==> src/sv/urb_pkg.sv <==
// Shared types, opcodes, register indexes and ring index helpers for the
// serial port ring buffer engine. Depends on nothing; every file but urb_ram imports it.
package urb_pkg;

    localparam int RING_DEPTH_DEF = 64;

    localparam logic [1:0] OP_RX_BYTE    = 2'd0;
    localparam logic [1:0] OP_HOST_WRITE = 2'd1;
    localparam logic [1:0] OP_HOST_READ  = 2'd2;
    localparam logic [1:0] OP_TX_DONE    = 2'd3;

    localparam logic [1:0] REG_RX_SIZE  = 2'd0;
    localparam logic [1:0] REG_TX_SIZE  = 2'd1;
    localparam logic [1:0] REG_ECHO     = 2'd2;
    localparam logic [1:0] REG_ESC_CHAR = 2'd3;

    localparam logic [6:0] RST_RX_SIZE  = 7'd64;
    localparam logic [6:0] RST_TX_SIZE  = 7'd64;
    localparam logic       RST_ECHO     = 1'b0;
    localparam logic [7:0] RST_ESC_CHAR = 8'd10;

    typedef struct packed {
        logic [1:0] opcode;
        logic [7:0] data_byte;
    } t_in;

    typedef struct packed {
        logic [7:0] read_data;
        logic       read_valid;
        logic       write_accepted;
        logic [7:0] tx_data;
        logic       tx_valid;
        logic       escape_seen;
        logic       overflow_sticky;
    } t_out;

    typedef struct packed {
        logic       push;
        logic       pop;
        logic [7:0] data;
    } t_rx_cmd;

    typedef struct packed {
        logic nonempty;
        logic overflow;
    } t_rx_stat;

    typedef struct packed {
        logic       push;
        logic       done;
        logic [7:0] data;
    } t_tx_cmd;

    typedef struct packed {
        logic accepted;
        logic started;
    } t_tx_stat;

    function automatic logic [8:0] f_eff_size(input logic [6:0] size, input logic [8:0] depth);
        logic [8:0] s;
        s = {2'b00, size};
        if (s < 9'd2) begin
            return 9'd2;
        end else if (s > depth) begin
            return depth;
        end
        return s;
    endfunction

    function automatic logic [8:0] f_advance(input logic [8:0] idx, input logic [8:0] size);
        logic [8:0] n;
        n = idx + 9'd1;
        return (n >= size) ? 9'd0 : n;
    endfunction

endpackage

==> src/sv/urb_ram.sv <==
// Generic single write port, single read port RAM with registered read data.
// Depends on nothing.
module urb_ram #(
    parameter int WIDTH = 8,
    parameter int DEPTH = 64
) (
    input  logic                     i_clk,
    input  logic                     i_we,
    input  logic [$clog2(DEPTH)-1:0] i_waddr,
    input  logic [WIDTH-1:0]         i_wdata,
    input  logic [$clog2(DEPTH)-1:0] i_raddr,
    output logic [WIDTH-1:0]         o_rdata
);
    logic [WIDTH-1:0] r_mem [DEPTH];
    logic [WIDTH-1:0] r_rdata;

    always_ff @(posedge i_clk) begin
        if (i_we) begin
            r_mem[i_waddr] <= i_wdata;
        end
        r_rdata <= r_mem[i_raddr];
    end

    assign o_rdata = r_rdata;
endmodule

==> src/sv/urb_rx_ring.sv <==
// Receive ring: indices, sticky overflow flag and the receive byte store.
// Depends on urb_pkg and urb_ram.
module urb_rx_ring #(
    parameter int RING_DEPTH = urb_pkg::RING_DEPTH_DEF
) (
    input  logic              i_clk,
    input  logic              i_rst_n,
    input  logic [6:0]        i_size,
    input  urb_pkg::t_rx_cmd  i_cmd,
    output urb_pkg::t_rx_stat o_stat,
    output logic [7:0]        o_rd_data
);
    import urb_pkg::*;

    localparam int IW = $clog2(RING_DEPTH);

    logic [IW-1:0] r_widx, r_ridx, n_widx, n_ridx;
    logic [IW-1:0] w_wnxt, w_rnxt;
    logic [8:0]    w_eff;
    logic          r_ovf, n_ovf;
    logic          w_nonempty;

    assign w_eff      = f_eff_size(i_size, 9'(RING_DEPTH));
    assign w_wnxt     = IW'(f_advance(9'(r_widx), w_eff));
    assign w_rnxt     = IW'(f_advance(9'(r_ridx), w_eff));
    assign w_nonempty = (r_widx != r_ridx);

    always_comb begin
        n_widx = r_widx;
        n_ridx = r_ridx;
        n_ovf  = r_ovf;
        if (i_cmd.push) begin
            n_widx = w_wnxt;
            if (w_wnxt == r_ridx) begin
                n_ridx = w_rnxt;
                n_ovf  = 1'b1;
            end
        end else if (i_cmd.pop && w_nonempty) begin
            n_ridx = w_rnxt;
        end
    end

    always_ff @(posedge i_clk) begin
        if (!i_rst_n) begin
            r_widx <= '0;
            r_ridx <= '0;
            r_ovf  <= 1'b0;
        end else begin
            r_widx <= n_widx;
            r_ridx <= n_ridx;
            r_ovf  <= n_ovf;
        end
    end

    urb_ram #(
        .WIDTH(8),
        .DEPTH(RING_DEPTH)
    ) u_store (
        .i_clk  (i_clk),
        .i_we   (i_cmd.push),
        .i_waddr(r_widx),
        .i_wdata(i_cmd.data),
        .i_raddr(r_ridx),
        .o_rdata(o_rd_data)
    );

    assign o_stat.nonempty = w_nonempty;
    assign o_stat.overflow = r_ovf;
endmodule

==> src/sv/urb_tx_ring.sv <==
// Transmit ring: indices, transmitter busy flag and the transmit byte store.
// Depends on urb_pkg and urb_ram.
module urb_tx_ring #(
    parameter int RING_DEPTH = urb_pkg::RING_DEPTH_DEF
) (
    input  logic              i_clk,
    input  logic              i_rst_n,
    input  logic [6:0]        i_size,
    input  urb_pkg::t_tx_cmd  i_cmd,
    output urb_pkg::t_tx_stat o_stat,
    output logic [7:0]        o_tx_data
);
    import urb_pkg::*;

    localparam int IW = $clog2(RING_DEPTH);

    logic [IW-1:0] r_widx, r_ridx, n_widx, n_ridx;
    logic [IW-1:0] w_wnxt, w_rnxt;
    logic [8:0]    w_eff;
    logic          r_busy, n_busy;
    logic          r_byp, n_byp;
    logic [7:0]    r_byp_byte;
    logic [7:0]    w_ram_q;
    logic          w_empty, w_full;
    logic          w_we;

    assign w_eff   = f_eff_size(i_size, 9'(RING_DEPTH));
    assign w_wnxt  = IW'(f_advance(9'(r_widx), w_eff));
    assign w_rnxt  = IW'(f_advance(9'(r_ridx), w_eff));
    assign w_empty = (r_widx == r_ridx);
    assign w_full  = (w_wnxt == r_ridx);
    assign w_we    = i_cmd.push && !w_full;

    always_comb begin
        n_widx          = r_widx;
        n_ridx          = r_ridx;
        n_busy          = r_busy;
        n_byp           = 1'b0;
        o_stat.accepted = 1'b0;
        o_stat.started  = 1'b0;
        if (i_cmd.push) begin
            if (!w_full) begin
                n_widx          = w_wnxt;
                o_stat.accepted = 1'b1;
            end
            // A push into an empty ring with the transmitter idle goes straight out.
            if (w_empty && !r_busy) begin
                n_ridx         = w_rnxt;
                n_busy         = 1'b1;
                n_byp          = 1'b1;
                o_stat.started = 1'b1;
            end
        end else if (i_cmd.done) begin
            if (!w_empty) begin
                n_ridx         = w_rnxt;
                n_busy         = 1'b1;
                o_stat.started = 1'b1;
            end else begin
                n_busy = 1'b0;
            end
        end
    end

    always_ff @(posedge i_clk) begin
        if (!i_rst_n) begin
            r_widx <= '0;
            r_ridx <= '0;
            r_busy <= 1'b0;
            r_byp  <= 1'b0;
        end else begin
            r_widx <= n_widx;
            r_ridx <= n_ridx;
            r_busy <= n_busy;
            r_byp  <= n_byp;
        end
    end

    always_ff @(posedge i_clk) begin
        r_byp_byte <= i_cmd.data;
    end

    urb_ram #(
        .WIDTH(8),
        .DEPTH(RING_DEPTH)
    ) u_store (
        .i_clk  (i_clk),
        .i_we   (w_we),
        .i_waddr(r_widx),
        .i_wdata(i_cmd.data),
        .i_raddr(r_ridx),
        .o_rdata(w_ram_q)
    );

    assign o_tx_data = r_byp ? r_byp_byte : w_ram_q;
endmodule

==> src/sv/uart_ring_buffer_engine_top.sv <==
// Top level of the serial port ring buffer engine: configuration registers,
// opcode decode and result register. Depends on urb_pkg, urb_rx_ring, urb_tx_ring.
//
// Usage:
// One operation beat is taken at each rising edge where start is high and
// busy is low; busy is always low, so a beat can be issued every cycle.
// The opcode selects a received line byte, a host write, a host read or a
// transmitter done event, and data_byte carries the byte where one applies.
// Exactly one result beat follows each operation, in the cycle after it is
// taken, marked by o_result_valid for a single cycle. The result is drawn from
// the registered read port of the ring stores; throughput is one beat per
// cycle. The receiver has no way to hold results off and must take each
// result beat in the cycle it is shown.
// Configuration registers (ring sizes, echo enable, escape character) are
// written through i_cfg_we, i_cfg_idx and i_cfg_data while no operation is
// in flight. Synchronous reset clears all ring indices, the transmitter
// busy flag and the overflow flag, and loads the register defaults; the
// ring stores are not cleared and are only read after being written.
module uart_ring_buffer_engine_top #(
    parameter int RING_DEPTH = urb_pkg::RING_DEPTH_DEF
) (
    input  logic          i_clk,
    input  logic          i_rst_n,
    input  logic          start,
    output logic          busy,
    input  urb_pkg::t_in  i_item,
    output logic          o_result_valid,
    output urb_pkg::t_out o_result,
    input  logic          i_cfg_we,
    input  logic [1:0]    i_cfg_idx,
    input  logic [7:0]    i_cfg_data
);
    import urb_pkg::*;

    logic [6:0] r_rx_size, r_tx_size;
    logic       r_echo;
    logic [7:0] r_esc;
    logic       w_accept;
    t_rx_cmd    w_rx_cmd;
    t_rx_stat   w_rx_stat;
    t_tx_cmd    w_tx_cmd;
    t_tx_stat   w_tx_stat;
    logic [7:0] w_rx_q, w_tx_q;
    logic       r_valid;
    logic       r_read_valid, r_write_acc, r_tx_valid, r_escape;
    logic       n_read_valid, n_write_acc, n_escape;

    assign busy     = 1'b0;
    assign w_accept = start && !busy;

    always_ff @(posedge i_clk) begin
        if (!i_rst_n) begin
            r_rx_size <= RST_RX_SIZE;
            r_tx_size <= RST_TX_SIZE;
            r_echo    <= RST_ECHO;
            r_esc     <= RST_ESC_CHAR;
        end else if (i_cfg_we) begin
            unique case (i_cfg_idx)
                REG_RX_SIZE:  r_rx_size <= i_cfg_data[6:0];
                REG_TX_SIZE:  r_tx_size <= i_cfg_data[6:0];
                REG_ECHO:     r_echo    <= i_cfg_data[0];
                REG_ESC_CHAR: r_esc     <= i_cfg_data;
                default:      r_esc     <= r_esc;
            endcase
        end
    end

    always_comb begin
        w_rx_cmd     = '{push: 1'b0, pop: 1'b0, data: i_item.data_byte};
        w_tx_cmd     = '{push: 1'b0, done: 1'b0, data: i_item.data_byte};
        n_read_valid = 1'b0;
        n_write_acc  = 1'b0;
        n_escape     = 1'b0;
        if (w_accept) begin
            unique case (i_item.opcode)
                OP_RX_BYTE: begin
                    w_rx_cmd.push = 1'b1;
                    w_tx_cmd.push = r_echo;
                    n_escape      = (i_item.data_byte == r_esc);
                end
                OP_HOST_WRITE: begin
                    w_tx_cmd.push = 1'b1;
                    n_write_acc   = w_tx_stat.accepted;
                end
                OP_HOST_READ: begin
                    w_rx_cmd.pop = 1'b1;
                    n_read_valid = w_rx_stat.nonempty;
                end
                OP_TX_DONE: begin
                    w_tx_cmd.done = 1'b1;
                end
                default: begin
                    w_tx_cmd.done = 1'b0;
                end
            endcase
        end
    end

    urb_rx_ring #(
        .RING_DEPTH(RING_DEPTH)
    ) u_rx (
        .i_clk    (i_clk),
        .i_rst_n  (i_rst_n),
        .i_size   (r_rx_size),
        .i_cmd    (w_rx_cmd),
        .o_stat   (w_rx_stat),
        .o_rd_data(w_rx_q)
    );

    urb_tx_ring #(
        .RING_DEPTH(RING_DEPTH)
    ) u_tx (
        .i_clk    (i_clk),
        .i_rst_n  (i_rst_n),
        .i_size   (r_tx_size),
        .i_cmd    (w_tx_cmd),
        .o_stat   (w_tx_stat),
        .o_tx_data(w_tx_q)
    );

    always_ff @(posedge i_clk) begin
        if (!i_rst_n) begin
            r_valid <= 1'b0;
        end else begin
            r_valid <= w_accept;
        end
    end

    always_ff @(posedge i_clk) begin
        r_read_valid <= n_read_valid;
        r_write_acc  <= n_write_acc;
        r_tx_valid   <= w_tx_stat.started;
        r_escape     <= n_escape;
    end

    assign o_result_valid           = r_valid;
    assign o_result.read_data       = r_read_valid ? w_rx_q : 8'd0;
    assign o_result.read_valid      = r_read_valid;
    assign o_result.write_accepted  = r_write_acc;
    assign o_result.tx_data         = r_tx_valid ? w_tx_q : 8'd0;
    assign o_result.tx_valid        = r_tx_valid;
    assign o_result.escape_seen     = r_escape;
    assign o_result.overflow_sticky = w_rx_stat.overflow;
endmodule

==> config.mk <==
export PLATFORM = sky130hd
export DESIGN_NAME = uart_ring_buffer_engine_top
export DESIGN_NICKNAME = d
export VERILOG_FILES = /design/src/sv/urb_pkg.sv /design/src/sv/urb_ram.sv /design/src/sv/urb_rx_ring.sv /design/src/sv/urb_tx_ring.sv /design/src/sv/uart_ring_buffer_engine_top.sv
export SDC_FILE = /design/constraint.sdc
export NUM_CORES = 1
export LEC_CHECK = 0
export ABC_AREA = 1
export BUFFER_PORTS_ARGS = -buffer_cell sky130_fd_sc_hd__clkbuf_2
export CORE_AREA = 2 2 290 292
export DETAILED_ROUTE_END_ITERATION = 8
export DIE_AREA = 0 0 292 294
export PLACE_DENSITY = 0.7
export REMOVE_ABC_BUFFERS = 1
export SYNTH_ARGS = -nofsm -noshare
export SYNTH_HDL_FRONTEND = slang
export SYNTH_SLANG_ARGS = --single-unit
==> constraint.sdc <==
create_clock -name i_clk -period 4.02 [get_ports i_clk]
set_input_delay 0.603 -clock i_clk [delete_from_list [all_inputs] [get_ports i_clk]]
set_output_delay 0.603 -clock i_clk [all_outputs]
set_load 0.01 [all_outputs]
Word level (Yosys, flattened, before mapping):

Memories as Yosys holds them, arrays and structs flattened. A register that Yosys moved wholly into a read port is not among the register bits.
Cells that the tools add are included.

* bits in registers: 63
* bits in writable memories: 1024
* input bits: 24
* output and inout bits: 23
* memories kept: 2

Memory list
* u_rx.u_store.r_mem: depth 64, width 8, read ports 1, clocked after Yosys merged registers in 1, write ports 1, RTL line urb_ram.sv:14 `logic [WIDTH-1:0] r_mem [DEPTH];`
* u_tx.u_store.r_mem: depth 64, width 8, read ports 1, clocked after Yosys merged registers in 1, write ports 1, RTL line urb_ram.sv:14

* add/subtract/negate cells: 4
* $lt $le $gt $ge: 8
* equal/unequal tests: 14
* muxes and demuxes: 42
* bitwise logic cells: 1
* reductions and logical operators: 22

Operator list (number)
* $mux 6: 11
* $mux 9: 6
* $ge 7x9->1: 4
* $add 6x1->7 const B: 4
* $mux 8: 3
* $reduce_and 2->1: 11
* $mux 1: 19
* $eq 6x6->1: 3
* $gt 7x7->1 const B: 2
* $lt 7x2->1 const B: 2
* $eq 2x2->1 const B: 4
* $eq 8x8->1: 1
* $ne 6x6->1: 1
* $reduce_and 3->1: 2
* $eq 2x1->1 const B: 2
* $logic_not 2->1: 2
* $mux 2: 2
* $ne 2x2->1 const B: 2
* $reduce_bool 2->1: 2
* $logic_and 1x1->1: 3
* $logic_not 1->1: 2
* $ne 2x1->1 const B: 1
* $pmux 1 s2: 1
* $not 1->1: 1

Logic depth before layout (Yosys ltp):

* word-level depth: 11
* gate-level depth with buffers: 24

Cells and area by module:

From an unflattened synthesis, not the netlist that was laid out.

* cell total of the unflattened synthesis: 4274
* area, all modules: 47135.2 µm²

By module, submodules not included
* urb_ram: instances 2, cells an instance 1805, area each 21339.2 µm²
* urb_tx_ring: instances 1, cells an instance 255, area each 1786.7 µm²
* urb_rx_ring: instances 1, cells an instance 217, area each 1365.1 µm²
* uart_ring_buffer_engine_top: instances 1, cells an instance 192, area each 1305.0 µm²

Worst setup path after synthesis:

OpenSTA, ideal clock, no wires.

* kind: reg-to-reg
* from: register r_tx_size[1]
* to: memory u_tx.u_store.r_mem[40][0], enable pin
* library setup time: 0.370 ns
* arrival: 2.979 ns
* data required time: 3.650 ns
* path slack: 0.671 ns
* cell stages (with the launch flop): 23
* buffers on the path: 0
* period minus slack after synthesis: 3.349 ns
* cells stage by stage: dfxtp_1 > nor4_1 > nand2_1 > o21ai_0 > nand2_1 > inv_1 > nand2_1 > ha_1 > nand2_1 > inv_1 > nand2_1 > nand2_1 > nand2_1 > nand3_1 > nor2_4 > nand3_1 > nand2_1 > nor2_1 > nand3_4 > nand2_4 > inv_12 > nand2_8 > nor2_1

* cells in the longest elaborated chain, start to end: 11
* elaborated cells between the ends (all ways): 13
* classes of those cells: 3 x order compare; 1 x eq/ne; 7 x mux; 2 x reduce/logical

RTL lines
* start: declaration: RTL line uart_ring_buffer_engine_top.sv:35 `logic [6:0] r_rx_size, r_tx_size;`
* start signal: assignment: RTL line uart_ring_buffer_engine_top.sv:60 `REG_TX_SIZE: r_tx_size <= i_cfg_data[6:0];`
* $gt 7x7->1: RTL line urb_pkg.sv:64 `end else if (s > depth) begin`
* $mux 1: RTL line urb_pkg.sv:64
* $mux 1: RTL line urb_pkg.sv:62 `if (s < 9'd2) begin`
* $mux 9 (*): RTL line urb_pkg.sv:67 `return s;`
* $ge 7x9->1 (*): RTL line urb_pkg.sv:73 `return (n >= size) ? 9'd0 : n;`
* $mux 6 (*): RTL line urb_pkg.sv:73
* $eq 6x6->1 (*): RTL line urb_tx_ring.sv:31 `assign w_full = (w_wnxt == r_ridx);`
* $logic_not 1->1 (*): RTL line urb_tx_ring.sv:32 `assign w_we = i_cmd.push && !w_full;`
* $logic_and 1x1->1 (*): RTL line urb_tx_ring.sv:32
* $mux 1 (*): RTL line urb_ram.sv:18 `if (i_we) begin`
* $mux 1 (implied by the code) (*): RTL line urb_ram.sv:19 `r_mem[i_waddr] <= i_wdata;`
* end: declaration: RTL line urb_ram.sv:14

Every way passes the cells marked *; elsewhere a longest branch is shown, timed or not.

Worst setup path in the final report:

* from: register r_tx_size[1]
* to: memory u_tx.u_store.r_mem[30][4], enable pin

Same word-level chain as after synthesis.

==> results.txt <==
----------------------------------------------------
[STA]
  Final worst setup slack ... 303 ps
  Fin Setup TNS ... 0 ps
  RSZ-0062 raised after global routing ... true
  Skew final ... 39.1 ps
  Worst Tran Pin Value ... 1170 ps
  # setup viols final ... 0
  Period utilisation layout ... 92.5%
  Post-route minimum period ... 3720 ps
  Fmax ... 269 MHz
  Worst slew slack as a fraction of its limit ... 21.8%
  Final hold violation count ... 0
  Max-slew violation count ... 0

[Worst setup path]
  R2r startpoint ... r_tx_size[1]
  CP bufs+invs ... 3
  Worst Reg-to-Reg Cells ... 22
  Critical Path Slowest Stage Cell ... nor2_2
  Worst-path maximum fanout ... 10
  Worst setup startpoint ... r_tx_size[1]
  Count of cell instances traversed by the critical path ... 22
  CP required ... 4360 ps
  Slowest Stage Delay on Critical Path ... about 400 ps
  Cell Chain, Critical Path ... nor4_1, nand2_1, o21ai_0, nand2_1, inv_1, nand2_1, ha_1, nand2_1, inv_1, nand2_1, nand2_1, nand2_1, nand3_1, nor2_4, nand3_1, nand2_1, nor2_1, nand3_4, nand2_4, inv_12, nand2_8, nor2_2
  Most frequent cell on the critical path ... nand2_1
  Category of the most critical setup path ... flop to flop
  Worst endpoint data arrival time ... 4050 ps
  Cell family with most CP delay ... simple AND/OR/NAND/NOR gates
  Startpoint class of the critical path ... flop
  Kind of end point of the critical path ... flop

[CTS]
  Number of buffers on the longest clock path ... 3
  Total setup buffers inserted after CTS ... 0
  Number of buffers inserted during clock tree synthesis ... 107
  Clock sinks ... 1103
  Clock latency on the worst-skew pair ... 700 ps
  Root Driver ... clkbuf_16
  # hold bufs at CTS ... 0
  TritonCTS clock tree ... done
  CTS resizes ... 0
  Clock edge transition at the registers on the reported setup and hold paths ... 70 ps
  H-Tree Level Count ... 3

[Min path]
  Count of cells along the worst hold path ... 3
  Hold path start ... i_cfg_data[7]
  Path category of the worst min-delay check ... primary input to flop

[Die]
  Total core area ... 82900 µm²
  Die X-Extent ... between 200 and 300 µm
  DIE AREA ... around 86000 µm²
  Num ports ... between 40 and 50
  Rows ... 106
  Die Ht ... 294 µm
  Initial Util ... roughly 54%

[Detailed routing]
  Vias after detailed routing ... ~30000
  Final WL ... 114000 µm
  Number of nets with antenna violations after routing ... 0
  Drt first pass iters ... 8
  Vias per std cell ... 6.11
  Post-detailed-route wirelength per cell ... 23.7 µm
  Final routed DRC violation total ... 0
  1st-iter DRT viols ... ~3500

[Synth]
  Synthesized instance count ... 3623
  Mean instance size in the synthesized netlist ... 12.4 µm²
  Post-Syn Area ... 45100 µm²
  Netlist cell types ... 47
  EDFF count, synth ... 1024
  FFs w/ async S/R, synth ... 0%
  Main flop type after synthesis ... edfxtp_1
  Synth warnings ... 0
  Flip-flop and latch count after synthesis ... 1103
  Sequential fraction of the synthesis area ... 71.7%

[Placement]
  Routability Congestion ... 0.885
  Place WS ... between 150 and 200 ps
  Final HPWL DP ... 66600 µm
  Buffers on Ports ... 45

[GRT]
  GRT Total Usage ... 26.2%
  Global-route wire length before repair ... around 170000 µm
  Pin count of the biggest net entering global routing ... 142
  Overall overflow remaining after global route ... 0
  Number of global-route vias before repair ... roughly 28000
  Antenna violations before repair ... 0

[Cells and area]
  Fill cell count ... 6318
  Commonest cells after routing, fill and taps aside ... edfxtp_1 (1024), nor2_1 (699), o21ai_0 (521)
  Fraction of final layout cells with drive strength greater than 1 ... between 10% and 20%
  Area delta synth->final ... 12.3%
  Net count, final ... about 3700
  Most common library cell in the layout ignoring fill and taps ... edfxtp_1

[Run status]
  Outcome ... complete, no violations

[Power and ir drop]
  Leakage power ... between 15 and 20 nW
  Worst-case vdd ir drop ... approximately 0.40 mV
  Power per cell area ... 492 nW/µm²

[Flow run]
  Max cap viols ... 0

----------------------------------------------------
synthesized netlist by cell type (32+ instances only):
| library cell | n | area (µm²) |
|---|---|---|
| mux2i_1 | 64 | 641 |
| o21ai_0 | 521 | 2610 |
| buf_2 | 46 | 230 |
| nand2_1 | 187 | 702 |
| dfxtp_1 | 79 | 1580 |
| clkbuf_1 | 173 | 649 |
| ha_1 | 32 | 400 |
| o221ai_1 | 64 | 561 |
| o22ai_1 | 223 | 1400 |
| a21oi_1 | 43 | 215 |
| nand3_1 | 92 | 460 |
| o211ai_1 | 67 | 503 |
| o21ai_1 | 50 | 250 |
| inv_1 | 85 | 319 |
| edfxtp_1 | 1024 | 30700 |
| nor2_1 | 755 | 2830 |
power by group:
group | switching [mW] | internal, mW | leakage, nW
Combinational | 1.52 | 0.596 | 5.25
Clock | 4.36 | 5.68 | 1.71
Sequential | 0.116 | 12.6 | 9.86
Total | 6.00 | 18.9 | 16.8
worst paths after layout:
check / end / slack (ps)
max: u_tx.u_store.r_mem[30][4] / 300
min reg2reg: u_tx.r_byp / 470
max reg2reg: u_tx.u_store.r_mem[30][4] / 300
min: r_esc[7] / 160
final cells by class:
cell class / count / area, µm² / share of cell area, %
Antenna cell: 1 / 2.50 / 0.00495
Clock buffer: 139 / 2960 / 5.85
Clock inverter: 61 / 613 / 1.21
Inverter: 95 / 380 / 0.752
Multi-Input combinational cell: 2182 / 11700 / 23.1
Sequential cell: 1103 / 32300 / 64.0
Tap cell: 1080 / 1350 / 2.67
Timing Repair Buffer: 150 / 1250 / 2.46
worst min-delay path: cells and delay by family:
kind / cells / cell delay (ps)
buffers and inverters: 1 / 80
and+or+nand+nor: 2 / 130
logic make-up after synthesis:
kind of cell               Yosys count  synth area share [%]
other                                1               0.00832
buffers and inverters              338                  3.13
and+or+nand+nor                   1086                  9.95
adders and majority gates           32                 0.889
DFF                               1103                  71.7
muxes                               64                  1.42
xor gates and xnor gates            19                 0.369
AOI/OAI and AO/OA                  980                  12.5
routing by layer:
metal | track usage (%) | wire length (µm)
met2 | 43.3 | 54600
met3 | 3.85 | 9110
met4 | 10.5 | 4250
met5 | 0 | 0
met1 | 35.2 | 46000
state kept, by name (all words and copies together), names as in the netlist, 6 cells and up:
signal / cells
u_rx.u_store.r_mem: 512
u_tx.u_store.r_mem: 512
r_esc: 8
u_rx.u_store.o_rdata: 8
u_tx.r_byp_byte: 8
u_tx.u_store.o_rdata: 8
r_rx_size: 7
r_tx_size: 7
u_rx.r_ridx: 6
u_rx.r_widx: 6
u_tx.r_ridx: 6
u_tx.r_widx: 6
metrics by stage:
| step | cell area, µm² | util [%] | instances | power [mW] | hold WS [ps] |
|---|---|---|---|---|---|
| final | 50600 | 61.0 | 4811 | 24.9 | 164 |
| after global routing | 50600 | 61.0 | 4810 | 25.6 | 169 |
| after global placement | 46600 | 56.3 | 4610 | 15.0 | 444 |
| after floorplan | 44000 | - | 3380 | 14.2 | 423 |
| after CTS | 50200 | 60.6 | 4810 | 24.9 | 142 |
| after detailed placement | 46600 | 56.3 | 4610 | 15.0 | 455 |
(Power assumes the default switching activity.)
